`config.mk`:
```
export PLATFORM = sky130hd
export DESIGN_NAME = uart_rx_ring_watermark
export DESIGN_NICKNAME = d
export VERILOG_FILES = /design/src/rtl/urxrw_pkg.sv /design/src/rtl/uart_rx_ring_watermark.sv /design/src/rtl/urxrw_ctrl.sv /design/src/rtl/urxrw_dp.sv
export SDC_FILE = /design/constraint.sdc
export NUM_CORES = 1
export LEC_CHECK = 0
export ABC_CLOCK_PERIOD_IN_PS = 12650
export BUFFER_PORTS_ARGS = -buffer_cell sky130_fd_sc_hd__buf_2
export CAP_MARGIN = 20
export CORE_MARGIN = 4
export CORE_UTILIZATION = 55
export DETAILED_ROUTE_END_ITERATION = 8
export GPL_ROUTABILITY_DRIVEN = 0
export HOLD_SLACK_MARGIN = 0.05
export PLACE_DENSITY = 0.71
export SYNTH_ARGS = -nofsm -noshare
export SYNTH_HDL_FRONTEND = slang
export SYNTH_SLANG_ARGS = --single-unit
```
`constraint.sdc`:
```
create_clock -name clk -period 12.65 [get_ports clk]
set_input_delay 2.53 -clock clk [delete_from_list [all_inputs] [get_ports clk]]
set_output_delay 2.53 -clock clk [all_outputs]
set_load 0.02 [all_outputs]
```
`src/rtl/urxrw_pkg.sv`:
```
// ----------------------------------------------------------------------------
// urxrw_pkg
// Shared codes, widths and command/status types of the receive ring block.
// ----------------------------------------------------------------------------
package urxrw_pkg;

    // item operation codes
    typedef enum logic [1:0] {
        OP_STORE = 2'd0,
        OP_POLL  = 2'd1,
        OP_READ  = 2'd2,
        OP_NONE  = 2'd3
    } op_t;

    // result kinds
    localparam logic [1:0] KIND_STORE = 2'd0;
    localparam logic [1:0] KIND_POLL  = 2'd1;
    localparam logic [1:0] KIND_READ  = 2'd2;

    // store status codes
    localparam logic [1:0] ST_STORED   = 2'd0;
    localparam logic [1:0] ST_FULL     = 2'd1;
    localparam logic [1:0] ST_DISABLED = 2'd2;

    // most bytes one read drains
    localparam int unsigned MAX_OUT = 63;
    localparam int unsigned CNT_W   = 6;

    localparam int unsigned MASK_W = 2;

    // commands from controller to datapath
    typedef struct packed {
        logic item_load;   // latch the incoming item
        logic single;      // commit item, load its single result
        logic rd_start;    // load the drain count
        logic rd_issue;    // read one byte from the ring, advance read index
        logic rd_load;     // move the read byte into the output register
    } cmd_t;

    // status from datapath to controller
    typedef struct packed {
        op_t  item_op;     // latched operation
        logic rd_empty;    // read drains nothing
        logic cnt_zero;    // no byte left after the current one
        logic out_free;    // output register can take a result this cycle
    } stat_t;

endpackage

```
`src/rtl/uart_rx_ring_watermark.sv`:
```
// ----------------------------------------------------------------------------
// uart_rx_ring_watermark
// Per-port receive rings with a half-full ready flag, store/poll/read items.
// ----------------------------------------------------------------------------
// Usage:
//   Input channel (in_valid/in_stall) carries op, port, rx_byte, read_max.
//   A store or poll gives one result; a read gives one result per drained
//   byte (up to 63), the final one marked by last, or a single result with
//   data_valid low if nothing is drained. Op code 3 is taken and dropped.
//   Output channel (out_valid/out_stall) carries one result per transfer.
//   Config channel (cfg_valid/cfg_ready) writes rx_enable_mask; cfg_ready
//   is always high, writes are expected only while the block is idle.
// Sequencing:
//   One item at a time. A store or poll result passes the item registers,
//   then enters the output register in the execute step once it is free.
//   A read moves each byte by a ring memory read, then an output register
//   load, and takes no new item until its last byte is loaded.
//   A pending result may wait under stall while the next item is taken;
//   the item then holds in its execute step until the register frees.
// Reset:
//   rst_n clears indexes, ready flags, enable mask and all control state;
//   ring contents are not cleared and are never read before being written.
// ----------------------------------------------------------------------------
module uart_rx_ring_watermark
    import urxrw_pkg::*;
#(
    parameter int unsigned RING_SIZE = 64,
    parameter int unsigned NUM_PORTS = 2
)
(
    input  logic              clk,
    input  logic              rst_n,
    // input items
    input  logic              in_valid,
    output logic              in_stall,
    input  logic [1:0]        op,
    input  logic              port,
    input  logic [7:0]        rx_byte,
    input  logic [7:0]        read_max,
    // results
    output logic              out_valid,
    input  logic              out_stall,
    output logic [1:0]        result_kind,
    output logic [1:0]        store_status,
    output logic              ready_res,
    output logic [7:0]        data,
    output logic              data_valid,
    output logic              last,
    // configuration
    input  logic              cfg_valid,
    output logic              cfg_ready,
    input  logic [MASK_W-1:0] cfg_data
);

    cmd_t  cmd;
    stat_t stat;

    // config always taken
    assign cfg_ready = 1'b1;

    // controller
    urxrw_ctrl u_ctrl (
        .clk      (clk),
        .rst_n    (rst_n),
        .in_valid (in_valid),
        .in_op    (op_t'(op)),
        .stat     (stat),
        .cmd      (cmd),
        .in_stall (in_stall)
    );

    // datapath
    urxrw_dp #(
        .RING_SIZE (RING_SIZE),
        .NUM_PORTS (NUM_PORTS)
    ) u_dp (
        .clk          (clk),
        .rst_n        (rst_n),
        .cmd          (cmd),
        .stat         (stat),
        .op           (op),
        .port         (port),
        .rx_byte      (rx_byte),
        .read_max     (read_max),
        .cfg_write    (cfg_valid && cfg_ready),
        .cfg_data     (cfg_data),
        .out_valid    (out_valid),
        .out_stall    (out_stall),
        .result_kind  (result_kind),
        .store_status (store_status),
        .ready_res    (ready_res),
        .data         (data),
        .data_valid   (data_valid),
        .last         (last)
    );

endmodule

```
`src/rtl/urxrw_ctrl.sv`:
```
// ----------------------------------------------------------------------------
// urxrw_ctrl
// Controller: sequences one item at a time through execute and drain steps.
// ----------------------------------------------------------------------------
module urxrw_ctrl
    import urxrw_pkg::*;
(
    input  logic  clk,
    input  logic  rst_n,
    input  logic  in_valid,
    input  op_t   in_op,
    input  stat_t stat,
    output cmd_t  cmd,
    output logic  in_stall
);

    typedef enum logic [3:0] {
        S_IDLE  = 4'b0001,
        S_EXEC  = 4'b0010,
        S_ISSUE = 4'b0100,
        S_LOAD  = 4'b1000
    } state_t;

    state_t state_reg;
    state_t state_next;

    // input is taken only between items
    assign in_stall = (state_reg != S_IDLE);

    // next state and commands
    always_comb
    begin
        state_next = state_reg;
        cmd        = '0;
        unique case (state_reg)
            S_IDLE:
            begin
                if (in_valid)
                begin
                    cmd.item_load = 1'b1;
                    if (in_op != OP_NONE)
                    begin
                        state_next = S_EXEC;
                    end
                end
            end
            S_EXEC:
            begin
                if (stat.out_free)
                begin
                    if (stat.item_op == OP_READ && !stat.rd_empty)
                    begin
                        cmd.rd_start = 1'b1;
                        state_next   = S_ISSUE;
                    end
                    else
                    begin
                        cmd.single = 1'b1;
                        state_next = S_IDLE;
                    end
                end
            end
            S_ISSUE:
            begin
                cmd.rd_issue = 1'b1;
                state_next   = S_LOAD;
            end
            S_LOAD:
            begin
                if (stat.out_free)
                begin
                    cmd.rd_load = 1'b1;
                    state_next  = stat.cnt_zero ? S_IDLE : S_ISSUE;
                end
            end
            default:
            begin
                state_next = S_IDLE;
            end
        endcase
    end

    // state register
    always_ff @(posedge clk or negedge rst_n)
    begin
        if (!rst_n)
        begin
            state_reg <= S_IDLE;
        end
        else
        begin
            state_reg <= state_next;
        end
    end

endmodule

```
`src/rtl/urxrw_dp.sv`:
```
// ----------------------------------------------------------------------------
// urxrw_dp
// Datapath: ring memory, per-port indexes and flags, item and output registers.
// ----------------------------------------------------------------------------
module urxrw_dp
    import urxrw_pkg::*;
#(
    parameter int unsigned RING_SIZE = 64,
    parameter int unsigned NUM_PORTS = 2
)
(
    input  logic              clk,
    input  logic              rst_n,
    input  cmd_t              cmd,
    output stat_t             stat,
    // item fields
    input  logic [1:0]        op,
    input  logic              port,
    input  logic [7:0]        rx_byte,
    input  logic [7:0]        read_max,
    // configuration
    input  logic              cfg_write,
    input  logic [MASK_W-1:0] cfg_data,
    // result register
    output logic              out_valid,
    input  logic              out_stall,
    output logic [1:0]        result_kind,
    output logic [1:0]        store_status,
    output logic              ready_res,
    output logic [7:0]        data,
    output logic              data_valid,
    output logic              last
);

    localparam int unsigned IW    = $clog2(RING_SIZE);
    localparam int unsigned PW    = (NUM_PORTS > 1) ? $clog2(NUM_PORTS) : 1;
    localparam int unsigned DEPTH = NUM_PORTS * RING_SIZE;
    localparam int unsigned AW    = (DEPTH > 1) ? $clog2(DEPTH) : 1;
    localparam int unsigned HALF  = RING_SIZE / 2;

    localparam logic [IW:0]    RS_V   = (IW + 1)'(RING_SIZE);
    localparam logic [IW:0]    HALF_V = (IW + 1)'(HALF);
    localparam logic [8:0]     MAX_V  = 9'(MAX_OUT);

    // next index with wrap at the ring end
    function automatic logic [IW-1:0] idx_inc(input logic [IW-1:0] idx);
        logic [IW:0] sum;
        sum = {1'b0, idx} + (IW + 1)'(1);
        if (sum >= RS_V)
        begin
            return '0;
        end
        return sum[IW-1:0];
    endfunction

    // distance from b forward to a around the ring
    function automatic logic [IW-1:0] idx_dist(input logic [IW-1:0] a,
                                               input logic [IW-1:0] b);
        logic [IW:0] d;
        if (a >= b)
        begin
            d = {1'b0, a} - {1'b0, b};
        end
        else
        begin
            d = {1'b0, a} + RS_V - {1'b0, b};
        end
        return d[IW-1:0];
    endfunction

    // state
    logic [7:0]        ring_mem [DEPTH];
    logic [IW-1:0]     wi_reg   [NUM_PORTS];
    logic [IW-1:0]     ri_reg   [NUM_PORTS];
    logic              flag_reg [NUM_PORTS];
    logic [MASK_W-1:0] mask_reg;

    // item registers
    op_t               item_op_reg;
    logic              item_port_reg;
    logic [7:0]        item_byte_reg;
    logic [7:0]        item_max_reg;

    logic [CNT_W-1:0]  cnt_reg;
    logic [7:0]        mem_q_reg;

    // output register
    logic              out_valid_reg;
    logic [1:0]        kind_reg;
    logic [1:0]        status_reg;
    logic              ready_reg;
    logic [7:0]        data_reg;
    logic              dvalid_reg;
    logic              last_reg;

    // per-item combinational view
    logic              port_ok;
    logic [PW-1:0]     pidx;
    logic [IW-1:0]     wi_cur;
    logic [IW-1:0]     ri_cur;
    logic              flag_cur;
    logic [IW-1:0]     wi_inc;
    logic              ring_full;
    logic              ring_empty;
    logic [IW-1:0]     fill_after;
    logic [IW-1:0]     fill_now;
    logic [8:0]        lim_a;
    logic [8:0]        lim_b;
    logic [CNT_W-1:0]  rd_n;
    logic              en_bit;
    logic [1:0]        st_code;
    logic              poll_ans;
    logic [AW-1:0]     base_addr;
    logic              out_take;

    assign port_ok    = (32'(item_port_reg) < NUM_PORTS);
    assign pidx       = PW'(item_port_reg);
    assign wi_cur     = wi_reg[pidx];
    assign ri_cur     = ri_reg[pidx];
    assign flag_cur   = flag_reg[pidx];
    assign wi_inc     = idx_inc(wi_cur);
    assign ring_full  = (wi_inc == ri_cur);
    assign ring_empty = (wi_cur == ri_cur);
    assign fill_after = idx_dist(wi_inc, ri_cur);
    assign fill_now   = idx_dist(wi_cur, ri_cur);
    assign en_bit     = mask_reg[item_port_reg];
    assign base_addr  = AW'(item_port_reg) * AW'(RING_SIZE);

    // drain length: smallest of request, fill and cap
    always_comb
    begin
        lim_a = (9'(fill_now) < {1'b0, item_max_reg}) ? 9'(fill_now)
                                                      : {1'b0, item_max_reg};
        lim_b = (lim_a < MAX_V) ? lim_a : MAX_V;
        rd_n  = port_ok ? lim_b[CNT_W-1:0] : '0;
    end

    // store outcome and poll answer
    always_comb
    begin
        priority if (!port_ok || !en_bit)
        begin
            st_code = ST_DISABLED;
        end
        else if (ring_full)
        begin
            st_code = ST_FULL;
        end
        else
        begin
            st_code = ST_STORED;
        end
        poll_ans = port_ok && !ring_empty && flag_cur;
    end

    assign out_take = out_valid_reg && !out_stall;

    assign stat.item_op  = item_op_reg;
    assign stat.rd_empty = (rd_n == '0);
    assign stat.cnt_zero = (cnt_reg == '0);
    assign stat.out_free = !out_valid_reg || !out_stall;

    // item capture
    always_ff @(posedge clk)
    begin
        if (cmd.item_load)
        begin
            item_op_reg   <= op_t'(op);
            item_port_reg <= port;
            item_byte_reg <= rx_byte;
            item_max_reg  <= read_max;
        end
    end

    // configuration register
    always_ff @(posedge clk or negedge rst_n)
    begin
        if (!rst_n)
        begin
            mask_reg <= '0;
        end
        else if (cfg_write)
        begin
            mask_reg <= cfg_data;
        end
    end

    // ring memory: write on store, registered read on drain
    always_ff @(posedge clk)
    begin
        if (cmd.single && item_op_reg == OP_STORE && st_code == ST_STORED)
        begin
            ring_mem[base_addr + AW'(wi_cur)] <= item_byte_reg;
        end
    end

    always_ff @(posedge clk)
    begin
        if (cmd.rd_issue)
        begin
            mem_q_reg <= ring_mem[base_addr + AW'(ri_cur)];
        end
    end

    // per-port indexes and ready flags
    always_ff @(posedge clk or negedge rst_n)
    begin
        if (!rst_n)
        begin
            for (int i = 0; i < NUM_PORTS; i++)
            begin
                wi_reg[i]   <= '0;
                ri_reg[i]   <= '0;
                flag_reg[i] <= 1'b0;
            end
        end
        else
        begin
            if (cmd.single && item_op_reg == OP_STORE && st_code == ST_STORED)
            begin
                wi_reg[pidx]   <= wi_inc;
                flag_reg[pidx] <= ({1'b0, fill_after} >= HALF_V);
            end
            if (cmd.single && item_op_reg == OP_POLL && port_ok && !ring_empty)
            begin
                flag_reg[pidx] <= 1'b1;
            end
            if (cmd.rd_issue)
            begin
                ri_reg[pidx] <= idx_inc(ri_cur);
            end
        end
    end

    // bytes left to drain
    always_ff @(posedge clk or negedge rst_n)
    begin
        if (!rst_n)
        begin
            cnt_reg <= '0;
        end
        else if (cmd.rd_start)
        begin
            cnt_reg <= rd_n;
        end
        else if (cmd.rd_issue)
        begin
            cnt_reg <= cnt_reg - CNT_W'(1);
        end
    end

    // output register valid
    always_ff @(posedge clk or negedge rst_n)
    begin
        if (!rst_n)
        begin
            out_valid_reg <= 1'b0;
        end
        else if (cmd.single || cmd.rd_load)
        begin
            out_valid_reg <= 1'b1;
        end
        else if (out_take)
        begin
            out_valid_reg <= 1'b0;
        end
    end

    // output register payload
    always_ff @(posedge clk)
    begin
        if (cmd.rd_load)
        begin
            kind_reg   <= KIND_READ;
            status_reg <= ST_STORED;
            ready_reg  <= 1'b0;
            data_reg   <= mem_q_reg;
            dvalid_reg <= 1'b1;
            last_reg   <= (cnt_reg == '0);
        end
        else if (cmd.single)
        begin
            status_reg <= ST_STORED;
            ready_reg  <= 1'b0;
            data_reg   <= '0;
            dvalid_reg <= 1'b0;
            last_reg   <= 1'b1;
            unique case (item_op_reg)
                OP_STORE:
                begin
                    kind_reg   <= KIND_STORE;
                    status_reg <= st_code;
                end
                OP_POLL:
                begin
                    kind_reg  <= KIND_POLL;
                    ready_reg <= poll_ans;
                end
                OP_READ:
                begin
                    kind_reg <= KIND_READ;
                end
                default:
                begin
                    kind_reg <= KIND_READ;
                end
            endcase
        end
    end

    assign out_valid    = out_valid_reg;
    assign result_kind  = kind_reg;
    assign store_status = status_reg;
    assign ready_res    = ready_reg;
    assign data         = data_reg;
    assign data_valid   = dvalid_reg;
    assign last         = last_reg;

`ifndef SYNTHESIS
    // a new result never overwrites one that is still stalled
    a_no_overwrite: assert property (@(posedge clk) disable iff (!rst_n)
        (cmd.single || cmd.rd_load) |-> stat.out_free)
        else $error("result register overwritten while stalled");

    // a drain step never reads past the write index
    a_drain_nonempty: assert property (@(posedge clk) disable iff (!rst_n)
        cmd.rd_issue |-> (ri_cur != wi_cur) && port_ok)
        else $error("drain read from an empty ring");

    // a drain only starts with bytes to move
    a_start_count: assert property (@(posedge clk) disable iff (!rst_n)
        cmd.rd_start |=> (cnt_reg != '0))
        else $error("drain started with zero count");

    // the write index of the first port stays inside the ring
    a_wi_range: assert property (@(posedge clk) disable iff (!rst_n)
        ({1'b0, wi_reg[0]} < RS_V))
        else $error("write index out of ring range");
`endif

endmodule
```
==> results list <==
* Hold violation total from the final report: 0
- The area growth from synthesis to layout is 10.82%.
- CTS buffer count: 107
* Maximum number of pins on one net before global-route repair: 244
* Detailed-placement wirelength estimate: 70780 um
- After detailed routing, the number of vias per cell comes to 6.492.
* Slack of the critical path: 6.495 ns
- Power per Cell Area: 158.2 mW/mm^2
- Largest clock skew in the final design: 0.02931 ns
- Summed over all cells, the static leakage comes to 16.41 nW.
- TritonCTS built the clock tree.
* Flip-flop count of the largest register, all copies and words added: 1024
* Global-route met1 utilization: 36.96%
- Commonest cells after routing, fill and taps aside: edfxtp_1, nand2_1, nand3_1
* Share of synthesized flip-flops with an asynchronous set or reset: 3.529%
- Power spent charging and discharging nets: 1.662 mW
- Root buffer selected by CTS: clkbuf_16
- After clock tree synthesis, the clock-pin slew on the worst setup and hold paths is 0.06 ns.
* Residual overflow from global routing: 0
- Reported max-cap violation count: 0
- Post-synthesis net count: 3376
- I/O pin cnt: 44
- The clock passes through at most 3 buffers.
- Fraction of final layout cells sized beyond drive strength 1: 9.152%
- Cell Int Power: 6.227 mW
* Most frequent standard cell in the layout excluding fill and tap cells: edfxtp_1
- Arrival time at the worst endpoint: 6.49 ns
* Setup TNS: 0 ns
* Die outline area: 0.08644 sq mm
- Yosys printed 0 warnings.
* Maximum level of the CTS H-tree: 3
* Via count of the first global-routing pass: 28378
- After synthesis, the netlist uses 76 different library cells.
* Final-stage net count: 3372
* Ys flop type: edfxtp_1
- The initial utilization of the core area, before any placement, comes to 55.68%.
- Clock latency reported for the late side of the worst-skew pair: 0.68 ns
- Initial antenna violation count: 5
- The clock drives 1105 sinks.
- In this run the core area contains 104 standard-cell rows.
* Critical Path Source Type: register
- The first global-routing pass estimated 178500 um of wire.
- Timing analysis after detailed placement gives a worst setup slack of 6.669 ns.
- Power share of the sequential group: 52.1%
- Detailed routing inserted a total of 29098 vias.
* Max Fanout on Critical Path: 48
- After clock tree synthesis, the repair step resized 0 gates.
* Die Span Y: 294.0 um
- The final max-slew violation count is 0.
* Share of the cycle needed by the critical path after routing: 48.65%
* Clock Power Share: 43.4%
* Achievable Freq: 0.1625 GHz
- The die is 294.0 um wide.
- In the global route stage, met3 resource usage came out at 6.875%.
- In this run the tightest slew margin relative to its limit is 25.10%.
- The first detailed-routing pass ran for 7 iterations.
* Net switching share of the total power: 21.07%
* Transition time of the tightest slew-check pin: 1.124 ns
- Synthesis inferred 1105 register bits.
- Number of buffer cells added on primary ports: 42
- In the final routed layout, each cell accounts on average for 27.06 um.
- The synthesized design contains 1060 enable-type register cells.
- Finished Layout Cells: 4482
* DRC errors left: 0
- Logic gate share of total power: 4.5%
* Status: finished clean
- The critical path is of the register to register type.
* Total setup buffers inserted after CTS: 0
* Count of hold-fix buffers inserted at cts: 0
- In this run the worst hold path is classified as register to register.
- The first routing iteration left 3888 violations.
- Met2 GRT Util: 43.11%
* Unrepaired setup endpoints after global routing: false
* Total routed wirelength: 121300 um
- Subtracting the final worst setup slack from the clock period gives 6.155 ns.
- A synthesized cell averages 13.51 sq um.
* Total global routing track utilization: 27.63%
- The synthesized netlist occupies a cell area of 0.04499 sq mm.
- The worst setup path is captured at a register.
- Final Setup Violations: 0
- The global routing stage identified its most utilized layer as met2.
- Data on the critical path is required at its endpoint by 12.98 ns.
- Share of the yosys chip area belonging to registers: 73.19%
- Cells fill 61.70% of the core in the end.
- Peak VDD IR: 0.00009511 V
- Cell count after synthesis: 3329
* Number of cells after detailed placement: 4273
- Final antenna-violating net count: 0
- The total area inside the core boundary comes to 0.08081 sq mm.
- Filler Cells Inserted: 5813
-- final cells by class --
class	count	area, sq um	share of cell area [%]
multi-input combinational	1992	11060	22.19
antenna	2	5.005	0.01004
timing repair buffer	91	605.6	1.215
sequential	1105	32930	66.05
inverter	28	126.4	0.2535
clock inverter	79	994.7	1.995
clock buffer	125	2809	5.634
tap	1060	1326	2.660
-- routing by layer --
layer  vias to the layer above  routed length (um)  share of wire (%)
met1                     14350               45270                 37
li1                      12410                   -                  -
met4                         6                6175                5.1
met3                       403               13900                 11
met5                         -                  44              0.036
met2                      1929               55890                 46
-- cell usage after synthesis, drive strengths merged (25+ instances only) --
library cell,instances,share of area (%)
a31oi,81,1.1
inv,25,0.21
nand2,730,6.1
o21ai,28,0.31
dfrtp,38,2.1
o221ai,64,1.2
clkbuf,87,0.73
buf,117,1.4
mux2i,184,4.1
nand3,370,4.1
nor3,61,0.68
a21oi,96,1.1
edfxtp,1060,71
nor2,159,1.4
-- cell families (layout without fill, tap and decap cells) --
group,Yosys count,count (layout),share of synthesized area [%]
fa+ha+maj,21,21,0.6007
mux,205,205,4.619
xor+xnor,15,15,0.2920
simple gates,1391,1391,13.47
flops,1105,1105,73.19
other cells,1,3,0.008335
compound gates,359,359,5.415
buf+inv,232,323,2.406
-- per-stage QoR --
| stage | hold slack, ns | total power, mW | area, sq um |
|---|---|---|---|
| global placement | 0.4542 | 4.527 | 46000 |
| global route | 0.4802 | 8.111 | 49850 |
| finish | 0.4709 | 7.889 | 49860 |
| detailed placement | 0.4567 | 4.535 | 46030 |
| floorplan | 0.4410 | 4.384 | 44990 |
| CTS | 0.4682 | 7.906 | 49830 |
-- power groups by stage --
stage	clock [mW]	combinational, mW	sequential (mW)
2_1_floorplan	0	0.142	4.24
3_3_place_gp	0	0.340	4.19
6_report	3.42	0.352	4.11
4_1_cts	3.45	0.348	4.11
5_1_grt	3.62	0.375	4.11
3_5_place_dp	0	0.347	4.19
-- final timing paths --
| kind | start | to | slack [ns] | depth (start not counted) |
|---|---|---|---|---|
| setup / recovery | u_dp.item_port_reg | u_dp.data[7] | 6.50 | 16 |
| setup reg to reg | u_dp.item_port_reg | u_dp.data[7] | 6.50 | 16 |
| max in group asynchronous | rst_n | u_dp.ri_reg[3] | 9.99 | 1 |
| min in group asynchronous | rst_n | u_ctrl.state_reg[1] | 2.02 | 1 |
| hold / removal | u_dp.wi_reg[8] | u_dp.wi_reg[8] | 0.47 | 1 |
| hold reg to reg | u_dp.wi_reg[8] | u_dp.wi_reg[8] | 0.47 | 1 |
-- critical path, stage by stage, from the launching register on --
cell,delay (ns)
edfxtp_1,0.32
buf_4,0.53
mux2_2,0.63
inv_2,0.78
ha_1,0.45
o21a_1,0.22
o31a_1,0.13
mux2i_1,0.20
nand2_1,0.12
ha_1,0.31
o21a_1,0.12
o21ai_0,0.07
a31oi_1,0.74
mux2i_1,0.28
a21oi_1,0.22
a21bo_2,0.30
nand2_1,0.29
No activity file was read; power rests on OpenSTA's default activity.
